[src/rtl/bes_ram.sv]
// Generic single-write, single-read synchronous RAM with registered read data.
// Depends on nothing.
module bes_ram #(
   parameter int Width = 8,
   parameter int Depth = 16
) (
   input  logic                     clock,
   input  logic                     wr_en,
   input  logic [$clog2(Depth)-1:0] wr_addr,
   input  logic [Width-1:0]         wr_data,
   input  logic [$clog2(Depth)-1:0] rd_addr,
   output logic [Width-1:0]         rd_data
);
   logic [Width-1:0] mem [Depth];
   always_ff @(posedge clock) begin
      if (wr_en) mem[wr_addr] <= wr_data;
      rd_data <= mem[rd_addr];
   end
endmodule

[config.mk]
export PLATFORM = sky130hd
export DESIGN_NAME = bes_ram
export DESIGN_NICKNAME = d
export VERILOG_FILES = /design/src/rtl/bes_ram.sv
export SDC_FILE = /design/constraint.sdc
export NUM_CORES = 1
export LEC_CHECK = 0
export BUFFER_PORTS_ARGS = -buffer_cell sky130_fd_sc_hd__buf_2
export CELL_PAD_IN_SITES_DETAIL_PLACEMENT = 0
export CELL_PAD_IN_SITES_GLOBAL_PLACEMENT = 2
export CORE_AREA = 3 3 106 108
export CTS_BUF_LIST = sky130_fd_sc_hd__clkbuf_4 sky130_fd_sc_hd__clkbuf_8
export DETAILED_ROUTE_END_ITERATION = 6
export DIE_AREA = 0 0 109 111
export GPL_TIMING_DRIVEN = 0
export HOLD_SLACK_MARGIN = 0.08
export PLACE_DENSITY = 0.9
export SYNTH_ARGS = -nofsm -noshare
export SYNTH_HDL_FRONTEND = slang
export SYNTH_SLANG_ARGS = --single-unit
[constraint.sdc]
create_clock -name clock -period 3.1 [get_ports clock]
set_input_delay 0.31 -clock clock [delete_from_list [all_inputs] [get_ports clock]]
set_output_delay 0.31 -clock clock [all_outputs]
set_load 0.05 [all_outputs]
# Word level (Yosys, flattened, before mapping)
# Memories as Yosys holds them, arrays and structs flattened. A register that Yosys moved wholly into a read port is not among the register bits.
# Cells that the tools add are included.
[totals]
reg_bits = 0
latchBits = 0
ramBits = 128
rom_bits = 0
in_bits = 18
out_inout_bits = 8
elab_cells = 3
n_memories = 1
[mem_list]
columns = ["name", "words", "width", "rd", "rd_ports_with_merged_regs", "write_ports", "line", "source"]
rows = [
  ["mem", 16, 8, 1, 1, 1, "14", "logic [Width-1:0] mem [Depth];"],
]
[classes]
add_sub_neg = 0
mul = 0
div_mod_pow = 0
magnitude_cmp = 0
n_eq_ne = 0
shift = 0
muxes = 2
bitwise_logic = 0
reduce_logical = 0
[op_table]
columns = ["cell", "count"]
rows = [
  ["1-bit two-way mux", 2],
]

# Logic depth before layout (Yosys ltp)
[logic_depth]
ltp_word = 2
mapped_depth = 5
depth_no_buf = 3

# Worst setup path before layout
# Ideal clock, no wire load.
[synth_timing]
path_kind = "input-to-reg"
start = "input port wr_addr[2]"
end = "memory mem[0][0], enable pin"
setup_time_ns = 0.383
arrival_time_ns = 1.420
required_ns = 2.717
path_slack_ns = 1.297
path_stages = 2
n_path_buf = 0
cell_sequence = "or3b_2 > nor3_1"
[synth_lines]
columns = ["item", "line", "source"]
rows = [
  ["start, declared", "9", "input logic [$clog2(Depth)-1:0] wr_addr,"],
  ["end, declared", "14", ""],
]
# Straight into the memory's write port.

# Worst setup path in the final report
[layout_timing]
start = "input port wr_addr[2]"
end = "memory mem[8][6], enable pin"
# Straight into the memory's write port.

==> metrics.csv <==
stage,metric,value,unit
status,status,completed,
synth,Post-synth EDFFs,128,
timing,Least-Margin Pin Slew,1.26,ns
worst_setup_path,r2r setup slk,1.68,ns
global_routing,largest net degree at the start of global routing,17,
place,Port Buffers,24,
worst_setup_path,Critical Path Source Type,input pin,
cts,clk_lat worst skew,0.41,ns
worst_setup_path,Reg2Reg Launch Point,mem[5][1],
timing,fin crit share,0.535,
detailed_routing,per-cell routed wire length,22.3,um
detailed_routing,routed via count,2398,
synth,Synth cell types,19,
timing,Max Fclk,603,MHz
global_routing,Tot GR Track Use,0.170,
synth,Mapped Area,5150,sq um
die,DIE HEIGHT,111,um
cts,Max clock buf depth,2,
synth,synth cell count leaders,"128 x edfxtp_1, 18 x mux4_2, 16 x a22oi_1",
timing,Final Hold Vio Count,0,
detailed_routing,starting DRC count in detailed routing,124,
worst_setup_path,crit path max fanout,8,
global_routing,global-route wire length before repair,14300,um
synth,ys async rst share,0,
place,DP HPWL,6120,um
synth,biggest area consumer among synthesized cells,edfxtp_1,
worst_setup_path,"Slowest-stage cell, CP",nor3_1,
worst_setup_path,Crit Path Class,in2reg,
timing,Final setup viols,0,
final_layout,final instance area,5860,sq um
synth,Post-Syn Nets,247,
worst_setup_path,Required @ worst endpoint,3.12,ns
place,placed instance area,5440,sq um
die,row count,37,
timing,Slew headroom,0.154,
cts,CTS tree,built,
die,initial core utilization,0.499,
place,GP Congestion,0.739,
power_and_ir_drop,worst vdd ir,245,uV
global_routing,total grt overflow,0,
synth,Yosys warnings,0,
cts,Post-CTS Hold Buffers,0,
die,top-level I/O count,26,
cts,clock root buffer,clkbuf_8,
timing,post-layout min period,1.66,ns
cts,htree depth,4,
power_and_ir_drop,Cell Pwr Density,643,nW/um^2
timing,setup TNS,0,ns
synth,"count leader, synth",edfxtp_1,
cts,Post-CTS Resized,0,
timing,RSZ-0062 raised after global routing,no,
power_and_ir_drop,Final Total Pwr,3.77,mW
final_layout,nets,290,
timing,max-slew violations,0,
synth,sequential element share of the synthesized area,0.778,
detailed_routing,vias per cell,5.70,
hold_path,WHS Endpoint,mem[4][5],
final_layout,Register Area,4000,sq um
worst_setup_path,worst r2r path cells,3,
hold_path,hold depth,1,
worst_setup_path,critical path's largest stage delay,1.00,ns
cts,CTS clock-pin slew for the worst setup and hold paths,0.08,ns
final_layout,Util after Layout,0.568,
global_routing,vias in the first global route,2438,
detailed_routing,DRC,0,
synth,"Avg Cell Area, Syn",22.5,sq um
worst_setup_path,worst path cell trace,"buf_2, nand3b_1, nor3_1",
final_layout,Multi-input gate area,1060,sq um
detailed_routing,total wire length,9390,um
synth,Synth Flop Type,edfxtp_1,
flow_run,Max-Cap Viols,0,
timing,Worst Clk Skew,0.0119,ns
final_layout,share of cells above drive strength 1,0.302,
hold_path,Hold Path Origin,wr_data[5],
final_layout,number of diodes,0,
synth,top post-synthesis cells by area,"edfxtp_1 75%, mux4_2 7.9%, mux4_1 7.1%",
hold_path,Hold WC Path Type,in2reg,
place,Post-Place Cells,389,
cts,CTS sink count,136,
detailed_routing,drt pass-1 iters,4,
detailed_routing,post-route ant nets,0,
cts,postcts setup bufs,0,
worst_setup_path,R2R Path End,rd_data[1],
die,Placeable Area,10300,sq um
die,chip width,109,um
final_layout,Area growth syn-to-layout,13.9,%
worst_setup_path,worst endpoint data arrival time,1.68,ns
cts,CTS buffer count,17,
final_layout,post-route non-filler standard cell count,421,
die,area of the die,12100,sq um
worst_setup_path,CP Capture Type,register,
synth,Synth Instances,229,
synth,Yosys reg bits,136,
power_and_ir_drop,leak pwr,1.96,nW
synth,Synth top area share,0.747,
final_layout,fillers,772,
global_routing,initial antenna violation count,0,
-- layout make-up --
class                           instances  area share
Clock buffer                           20      0.0459
Sequential cell                       136       0.683
Clock inverter                         12      0.0256
Tap cell                              136      0.0290
Multi-Input combinational cell         83       0.181
Buffer                                 10      0.0147
Timing Repair Buffer                   24      0.0205
-- metal layers --
layer  up-vias  track usage  part of all wire
li1       1058            -                 -
met1      1235        0.235              0.40
met2        98        0.262              0.51
met3         7       0.0483             0.085
met4         0       0.0530            0.0081
met5         -            0                 0
-- how the worst max path moves through the flow --
stage / start / end / slack (ns) / depth (start not counted)
floorplan: wr_addr[2] / mem[0][0] / 1.30 / 2
global placement: wr_addr[2] / mem[0][1] / 0.76 / 3
detailed placement: wr_addr[2] / mem[0][1] / 0.67 / 3
CTS: wr_addr[2] / mem[0][1] / 1.11 / 3
global route: wr_addr[2] / mem[8][0] / 1.31 / 3
finish: wr_addr[2] / mem[8][6] / 1.44 / 3
-- worst max-delay path: cells and delay by family --
| kind | cells | cell delay [ns] |
|---|---|---|
| buffers and inverters | 1 | 0.11 |
| AND/OR/NAND/NOR | 2 | 1.25 |
-- flip-flops by register name, indices dropped and copies added (netlist names) --
signal and cells:
mem 128, rd_data 8
-- through the flow --
stage / hold WS [ns] / setup slack, ns
4_1_cts: 0.262 / 1.11
5_1_grt: 0.279 / 1.31
3_3_place_gp: 0.658 / 0.760
3_5_place_dp: 0.669 / 0.667
6_report: 0.282 / 1.44
2_1_floorplan: 0.409 / 1.30
-- kinds of logic after synthesis --
group | after synthesis | share of synthesized area
flip-flops | 136 | 0.778
AO/OA/AOI/OAI | 16 | 0.0233
AND/OR/NAND/NOR | 35 | 0.0318
multiplexers | 32 | 0.150
buffers and inverters | 10 | 0.0168
-- cells in the final DEF (no fill, tap or decap), drive strengths merged, types with 2 or more instances in the layout --
| cell | synthesis | layout |
|---|---|---|
| edfxtp | 128 | 128 |
| nand3b | 2 | 2 |
| nor3 | 4 | 4 |
| buf | 7 | 31 |
| nor2 | 13 | 13 |
| nand2 | 9 | 9 |
| a22oi | 16 | 16 |
| clkinv | 0 | 9 |
| bufinv | 0 | 3 |
| mux4 | 32 | 32 |
| nand2b | 2 | 2 |
| clkbuf | 0 | 20 |
| dfxtp | 8 | 8 |
| clkdlybuf4s25 | 3 | 3 |
-- report_power, final --
group / leakage [nW] / total (mW) / internal [mW] / switching [mW]
Combinational: 0.516 / 0.236 / 0.0818 / 0.154
Sequential: 1.22 / 2.06 / 2.05 / 0.00961
Clock: 0.220 / 1.47 / 0.845 / 0.624
Total: 1.96 / 3.77 / 2.98 / 0.787
Power figures use the tool's default switching activity.
