`src/rtl/bes_pkg.sv`:
```
// Package of the batched elimination stack: sizes, status codes and the null node code.
// Depends on nothing.
package bes_pkg;
   localparam int BatchSlots = 32;
   localparam int PoolNodes = 1024;
   localparam int SlotW = $clog2(BatchSlots);
   localparam int CntW = $clog2(BatchSlots + 1);
   localparam int NodeW = $clog2(PoolNodes);
   localparam int LinkW = $clog2(PoolNodes + 1);
   localparam int ValW = 32;
   localparam logic [1:0] ST_ACK = 2'd0;
   localparam logic [1:0] ST_VALUE = 2'd1;
   localparam logic [1:0] ST_EMPTY = 2'd2;
   localparam logic [1:0] ST_FULL = 2'd3;
   localparam logic [LinkW-1:0] NullNode = LinkW'(PoolNodes);
endpackage

```
`src/rtl/bes_free_map.sv`:
```
// Free-node bitmap with a lowest-free search, one 32-node word per cycle.
// Depends on bes_pkg.
module bes_free_map (
   input  logic                    clock,
   input  logic                    reset,
   input  logic                    search_start,
   output logic                    search_done,
   output logic                    found,
   output logic [bes_pkg::NodeW-1:0] found_node,
   input  logic                    clr_en,
   input  logic [bes_pkg::NodeW-1:0] clr_node,
   input  logic                    set_en,
   input  logic [bes_pkg::NodeW-1:0] set_node
);
   import bes_pkg::*;
   localparam int Words = (PoolNodes + 31) / 32;
   localparam int WW = (Words > 1) ? $clog2(Words) : 1;
   logic [Words*32-1:0] map_ff, map_in;
   logic [WW:0] word_ff, word_in;
   logic busy_ff, busy_in, done_ff, done_in, found_ff, found_in;
   logic [NodeW-1:0] node_ff, node_in;
   logic [31:0] cur;
   logic [4:0] bit_idx;
   logic hit;

   always_comb begin
      cur = map_ff[word_ff[WW-1:0]*32 +: 32];
      hit = 1'b0;
      bit_idx = '0;
      for (int b = 31; b >= 0; b--) begin
         if (cur[b]) begin
            hit = 1'b1;
            bit_idx = 5'(b);
         end
      end
   end

   always_comb begin
      map_in = map_ff;
      if (clr_en) map_in[clr_node] = 1'b0;
      if (set_en) map_in[set_node] = 1'b1;
      busy_in = busy_ff;
      word_in = word_ff;
      done_in = 1'b0;
      found_in = found_ff;
      node_in = node_ff;
      if (search_start) begin
         busy_in = 1'b1;
         word_in = '0;
      end else if (busy_ff) begin
         if (hit) begin
            busy_in = 1'b0;
            done_in = 1'b1;
            found_in = 1'b1;
            node_in = NodeW'({word_ff[WW-1:0], bit_idx});
         end else if (word_ff == (WW+1)'(Words - 1)) begin
            busy_in = 1'b0;
            done_in = 1'b1;
            found_in = 1'b0;
         end else begin
            word_in = word_ff + 1'b1;
         end
      end
   end

   always_ff @(posedge clock) begin
      if (reset) begin
         map_ff <= (Words*32)'({PoolNodes{1'b1}});
         busy_ff <= 1'b0;
         done_ff <= 1'b0;
         word_ff <= '0;
      end else begin
         map_ff <= map_in;
         busy_ff <= busy_in;
         done_ff <= done_in;
         word_ff <= word_in;
      end
      found_ff <= found_in;
      node_ff <= node_in;
   end

   assign search_done = done_ff;
   assign found = found_ff;
   assign found_node = node_ff;
endmodule

```
`config.mk`:
```
export PLATFORM = sky130hd
export DESIGN_NAME = bes_free_map
export DESIGN_NICKNAME = d
export VERILOG_FILES = /design/src/rtl/bes_pkg.sv /design/src/rtl/bes_free_map.sv
export SDC_FILE = /design/constraint.sdc
export NUM_CORES = 2
export LEC_CHECK = 0
export ABC_AREA = 1
export BUFFER_PORTS_ARGS = -buffer_cell sky130_fd_sc_hd__buf_4
export CAP_MARGIN = 40
export CORE_MARGIN = 2
export CORE_UTILIZATION = 57
export CTS_CLUSTER_SIZE = 25
export DETAILED_ROUTE_END_ITERATION = 6
export PLACE_DENSITY = 0.73
export SETUP_SLACK_MARGIN = 0.02
export SLEW_MARGIN = 10
export SYNTH_ARGS = -nofsm -noshare
export SYNTH_HDL_FRONTEND = slang
export SYNTH_SLANG_ARGS = --single-unit
```
`constraint.sdc`:
```
create_clock -name clock -period 3.1 [get_ports clock]
set_clock_uncertainty 0.05 [all_clocks]
set_input_delay 0.31 -clock clock [delete_from_list [all_inputs] [get_ports clock]]
set_output_delay 0.31 -clock clock [all_outputs]
set_load 0.05 [all_outputs]
```
# Word-level counts from Yosys, hierarchy flattened
# Index checks and enable logic that the tools add are counted.
# Widths: inputs -> output; s select.
[word_totals] ff_bits=1043 in_bits=25 output_inout_bits=12 elab_cells=113
[op_classes] addsub=1 magnitude_cmp=4 n_eq_ne=1 shift=1 mux=76 bitwise=7 reduce_logical=12
[op_table] operator="$mux 1024" count=2
[op_table] operator="$and 1024x1024->1024" count=1
[op_table] operator="$not 1024->1024" count=1
[op_table] operator="$or 1024x1024->1024" count=1
[op_table] operator="$shiftx 1024x11->32" count=1
[op_table] operator="$mux 5" count=16
[op_table] operator="$mux 1" count=42
[op_table] operator="$mux 4" count=8
[op_table] operator="$lt 10x11->1 const B" count=2
[op_table] operator="$demux 1 s10" count=2
[op_table] operator="$ge 10x1->1 const B" count=2
[op_table] operator="$reduce_or 16->1" count=1
[op_table] operator="$mux 3" count=4
[op_table] operator="$reduce_and 3->1" count=3
[op_table] operator="$reduce_or 8->1" count=1
[op_table] operator="$add 6x1->6 const B" count=1
[op_table] operator="$eq 6x5->1 const B" count=1
[op_table] operator="$mux 2" count=2
[op_table] operator="$not 1->1" count=4
[op_table] operator="$reduce_or 2->1" count=2
[op_table] operator="$reduce_or 4->1" count=1
[op_table] operator="$reduce_or 3->1" count=1
[op_table] operator="$logic_and 1x1->1" count=2
[op_table] operator="$reduce_bool 2->1" count=1

# Depth between registers and ports, before layout
[depth] ltp_word=36 depth_mapped=41 ltp_nobuf=39

# Worst setup path before layout
# No wires, ideal clock.
[synth_timing] path_type="register to register" start="register word_ff[0]" end="register node_ff[0], in the netlist found_node[0], data pin" setup_time_ns=0.259 t_arrival_ns=2.587 required_time_ns=2.791 path_slack_ns=0.204 stages_incl_launch_ff=41 path_buffers=2 synth_period_minus_slack_ns=2.896 path_cell_list="dfxtp_1 -> buf_6 -> inv_4 -> clkbuf_1 -> nand2_1 -> nand2_1 -> nand2_1 -> a21oi_1 -> nor2_1 -> nand2_1 -> nand2_1 -> nand2_1 -> nand2_1 -> nand2_1 -> nand2_1 -> nand2_1 -> nand2_1 -> nand2_1 -> (+5 left out) -> nand2_1 -> nand2_1 -> nand2_1 -> nand2_1 -> nand2_1 -> nand2_1 -> nand2_1 -> nand2_1 -> nand2_1 -> nand2_1 -> nand2_1 -> nand2_1 -> nand2_1 -> nand2_1 -> nand2_1 -> nand2_1 -> nand2_1 -> a21oi_1"
[synth_between] elab_chain_len=32
[synth_rtl] item="start: declaration" line_no="bes_free_map.sv:19" rtl="logic [WW:0] word_ff, word_in;"
[synth_rtl] item="start signal: assignment" line_no="bes_free_map.sv:76" rtl="word_ff <= word_in;"
[synth_rtl] item="$shiftx 1024x11->32 *" line_no="bes_free_map.sv:27" rtl="cur = map_ff[word_ff[WW-1:0]*32 +: 32];"
[synth_rtl] item="$mux 5 (16 in a row)" line_no="bes_free_map.sv:31" rtl="if (cur[b]) begin"
[synth_rtl] item="$mux 4 (8 in a row)" line_no="bes_free_map.sv:31"
[synth_rtl] item="$mux 3 (4 in a row)" line_no="bes_free_map.sv:31"
[synth_rtl] item="$mux 2 (2 in a row)" line_no="bes_free_map.sv:31"
[synth_rtl] item="$mux 1" line_no="bes_free_map.sv:31"
[synth_rtl] item="end signal: assignment" line_no="bes_free_map.sv:79" rtl="node_ff <= node_in;"
[synth_rtl] item="end: declaration" line_no="bes_free_map.sv:21" rtl="logic [NodeW-1:0] node_ff, node_in;"
# Every way passes the cells marked *; elsewhere a longest branch is shown, timed or not.
# A chain may end at the register's enable or synchronous reset.

# Worst setup path in the final report
[layout_timing] start="register word_ff[0]" end="register word_ff[4]"
[layout_between] elab_chain_len=35 elab_cells_between_ends=38 classes_between="add/sub (1); eq/ne (1); shift (1); mux (32); bitwise (2); reduce/logical (1)"
[layout_rtl] item="$shiftx 1024x11->32 *" line_no="bes_free_map.sv:27"
[layout_rtl] item="$mux 1 (31 in a row)" line_no="bes_free_map.sv:31"
[layout_rtl] item="$mux 1 *" line_no="bes_free_map.sv:31"
[layout_rtl] item="net hit" line_no="bes_free_map.sv:24" rtl="logic hit;"
[layout_rtl] item="$not 1->1 (no source line) *"
[layout_rtl] item="$reduce_and 3->1 (no source line) *"
# The timed path passes the listed nets; every way through them passes the cells marked *.

==> results.py <==
metrics = {
    "synthesis": {
        "async_flop_share_pct": 0,
        "synthFlopType": "dfxtp_1",
        "synthTopCellsByArea": "dfxtp_1 43%, o21ai_0 15%, nand2_1 11%",
        "synth_top_area_share_pct": 43.30,
        "ys_ff_latch": 1043,
        "yosysWarnings": 0,
        "syn-cell-area_sq_um": 47710,
        "yosysSeqAreaShare_pct": 43.99,
        "avgSynthCellArea_sq_um": 7.013,
        "synth_edf_count": 11,
        "synth_cell_types": 42,
        "netlist_instances": 6804,
        "synth_top_area_cell": "dfxtp_1",
        "synthesis.nets": 6830,
        "yosysMostFrequentCell": "o21ai_0",
        "synth_common_cells": "1412 x o21ai_0, 1363 x nand2_1, 1032 x dfxtp_1",
    },
    "worst_setup_path": {
        "crit_arrival_ns": 4.17,
        "reg2reg_slack_ns": -0.50,
        "rr_endpoint": "word_ff[4]",
        "end_kind": "flip-flop",
        "cp.required_ns": 3.67,
        "startpoint_type": "flip-flop",
        "r2r-start": "word_ff[0]",
        "path_max_fanout": 10,
        "r2r_cells": 22,
        "path_class": "reg -> reg",
    },
    "route": {
        "highest_layer": "met5",
        "routed_via_density": 6.778,
        "wl_met2_um": 84370,
        "num_vias": 53450,
        "wl_met3_um": 36130,
        "drc_errors": 17,
        "drt-initial-drc-count": 9166,
        "wirelength_met1_um": 73900,
        "wl_per_cell_um": 26.89,
        "routed_wirelength_um": 212100,
        "ant_nets": 0,
        "dr.pass1.iters": 7,
    },
    "sta": {
        "rsz0062_at_grt": "yes",
        "finalSetupTns_ns": -8.189,
        "finalHoldViolations": 0,
        "relSlewSlack_pct": 37.63,
        "fin_crit_sh_pct": 116.2,
        "slew_violations": 0,
        "max_freq_mhz": 277.5,
        "setup_violations": 25,
        "worst_pin_slew_ns": 0.9284,
        "finalWorstSetupSlack_ns": -0.5030,
        "min_period_ns": 3.603,
    },
    "floorplanning": {
        "ioPinCount": 37,
        "num_rows": 106,
        "start_util_pct": 57.29,
        "fp.dieH_um": 293.3,
        "core-area_sq_um": 83290,
        "dieArea_sq_um": 86040,
        "fp.dieW_um": 293.3,
    },
    "hold_path": {
        "whs_endpoint": "map_ff[957]",
        "hp-start": "reset",
        "hp-class": "in -> reg",
        "min_path_cells": 3,
    },
    "grt": {
        "grt_max_degree": 148,
        "overflow": 0,
        "antenna_found_initial": 18,
        "grt_pass1_wl_um": 307600,
        "grt_pass1_vias": 48780,
        "grtUsageTotal_pct": 47.17,
    },
    "clock_network": {
        "clockRootBuffer": "clkbuf_16",
        "cts.sinks": 1043,
        "cts_buffers": 109,
        "clk_pin_slew_ns": 0.06,
        "cts_tree": "yes",
        "clk_latency_ns": 0.71,
        "cts_htree_levels": 3,
        "clock_path_buffers": 3,
    },
    "power": {
        "pwr-share-clk_pct": 50.1,
        "vdd_ir_drop_max_uv": 533.9,
        "p_int_mw": 22.51,
        "p_comb_share_pct": 3.9,
        "sw_frac_of_total_pct": 23.01,
        "pwr-share-seq_pct": 46.0,
        "p_per_area_nw_per_um2": 523.9,
        "p_sw_mw": 6.726,
        "finalPower_mw": 29.23,
        "p_leak_nw": 19.42,
    },
    "cells_and_area": {
        "drive_above_1_share_pct": 13.08,
        "area_growth_pct": 16.95,
        "finalNonFillerCells": 7886,
        "nNetsFinal": 6730,
    },
    "placement": {
        "dpl.cell_count": 7640,
        "dp_hpwl_um": 117200,
        "gp_congestion": 0.9945,
        "portBuffers": 36,
    },
    "run": {
        "drv_cap": 0,
    },
    "outcome": {
        "status": "finished, violations left",
        "failed_checks": "design-rule violations, negative setup slack",
    },
}
==> per-layer routing <==
metal / track usage [%] / vias up
li1: - / 23130
met1: 60.47 / 24570
met2: 66.60 / 4578
met3: 15.67 / 1170
met4: 33.00 / 8
met5: 0 / -
==> flip-flops by register name, indices dropped and copies added, names as in the netlist <==
| signal | flops |
|---|---|
| map_ff | 1024 |
| found_node | 10 |
| word_ff | 6 |
| busy_ff | 1 |
| found | 1 |
| search_done | 1 |
==> power groups by stage <==
| stage | sequential (mW) | combinational (mW) | clock, mW |
|---|---|---|---|
| finish | 13.4 | 1.15 | 14.7 |
| global route | 13.4 | 1.15 | 15.1 |
| CTS | 13.4 | 1.06 | 14.6 |
| detailed placement | 13.7 | 1.06 | 0 |
| global placement | 13.7 | 1.04 | 0 |
| floorplan | 13.8 | 0.541 | 0 |
==> through the flow <==
stage	instance area, sq um	setup slack (ns)	hold slack (ns)	util, %
floorplan	47710	0.2042	0.3564	-
global placement	50630	-0.4894	0.3945	60.79
detailed placement	50660	-0.4510	0.3986	60.82
CTS	55240	-0.2779	0.06190	66.32
global route	55780	-0.6505	0.09565	66.98
finish	55800	-0.5030	0.05721	66.99
==> final cells by class <==
type	instances	area [sq um]
multi-input cells	4968	24020
diodes	8	20.02
repair inverters	2	27.53
fillers	7113	27490
repair buffers	495	5001
clock buffers	151	3189
well taps	1080	1351
inverters	85	371.6
clock inverters	54	813.3
flip-flops and latches	1043	21000
==> worst max-delay path, stage by stage, from the launching register on <==
cell,delay (ns)
dfxtp_4,0.37
buf_12,0.17
buf_16,0.18
clkbuf_16,0.18
or2_2,0.29
o211ai_1,0.12
o311ai_1,0.14
o211ai_1,0.11
nand2_1,0.11
nand2_4,0.20
nand2_2,0.15
buf_4,0.17
nor2_1,0.10
nand2_2,0.11
nor2_4,0.14
nand2_2,0.10
a31oi_4,0.22
nand2_4,0.12
nor2_4,0.11
inv_2,0.05
o21ai_1,0.12
nand2_1,0.06
a31oi_1,0.13
==> cells by family (layout without fill, tap and decap cells) <==
logic type,Yosys count,in the layout,share of synthesized area (%)
compound gates,2323,2323,25.93
buf+inv,793,787,7.253
simple gates,2644,2644,22.79
flops,1043,1043,43.99
other cells,0,8,0
fa+ha+maj,1,1,0.02622
==> worst max path at each step <==
stage                           from            end  slack (ns)  depth (start not counted)
after floorplan           word_ff[0]  found_node[0]        0.20                         40
after global placement    word_ff[0]  found_node[0]       -0.49                         37
after detailed placement  word_ff[0]  found_node[0]       -0.45                         37
after CTS                 word_ff[0]  found_node[0]       -0.28                         34
after global routing      word_ff[0]  found_node[0]       -0.65                         35
final                     word_ff[0]     word_ff[4]       -0.50                         22
==> cells in the final DEF (no fill, tap or decap), drive strengths merged, types with 5 or more instances in the layout <==
cell,synthesis,routed
a21oi,494,494
a22oi,5,5
a31oi,8,8
buf,130,483
bufbuf,0,5
bufinv,0,20
clkbuf,578,157
clkinv,2,33
dfxtp,1032,1032
diode,0,8
edfxtp,11,11
inv,83,86
nand2,1367,1367
nand3,620,620
nand4,29,29
nor2,590,590
nor3,31,31
o211ai,86,86
o21ai,1511,1511
o221ai,77,77
o22ai,134,134
or2,5,5
==> timing repair <==
item | 4_1_cts | 5_1_grt
hold buffers | 1 | 0
gates resized for setup | 77 | 91
setup buffers | 8 | 9
setup endpoints to repair | 25 | 25
gates cloned | 8 | 6
pin swaps | 26 | 46
hold endpoints to repair | 9 | 0
No activity file was read; power rests on OpenSTA's default activity.
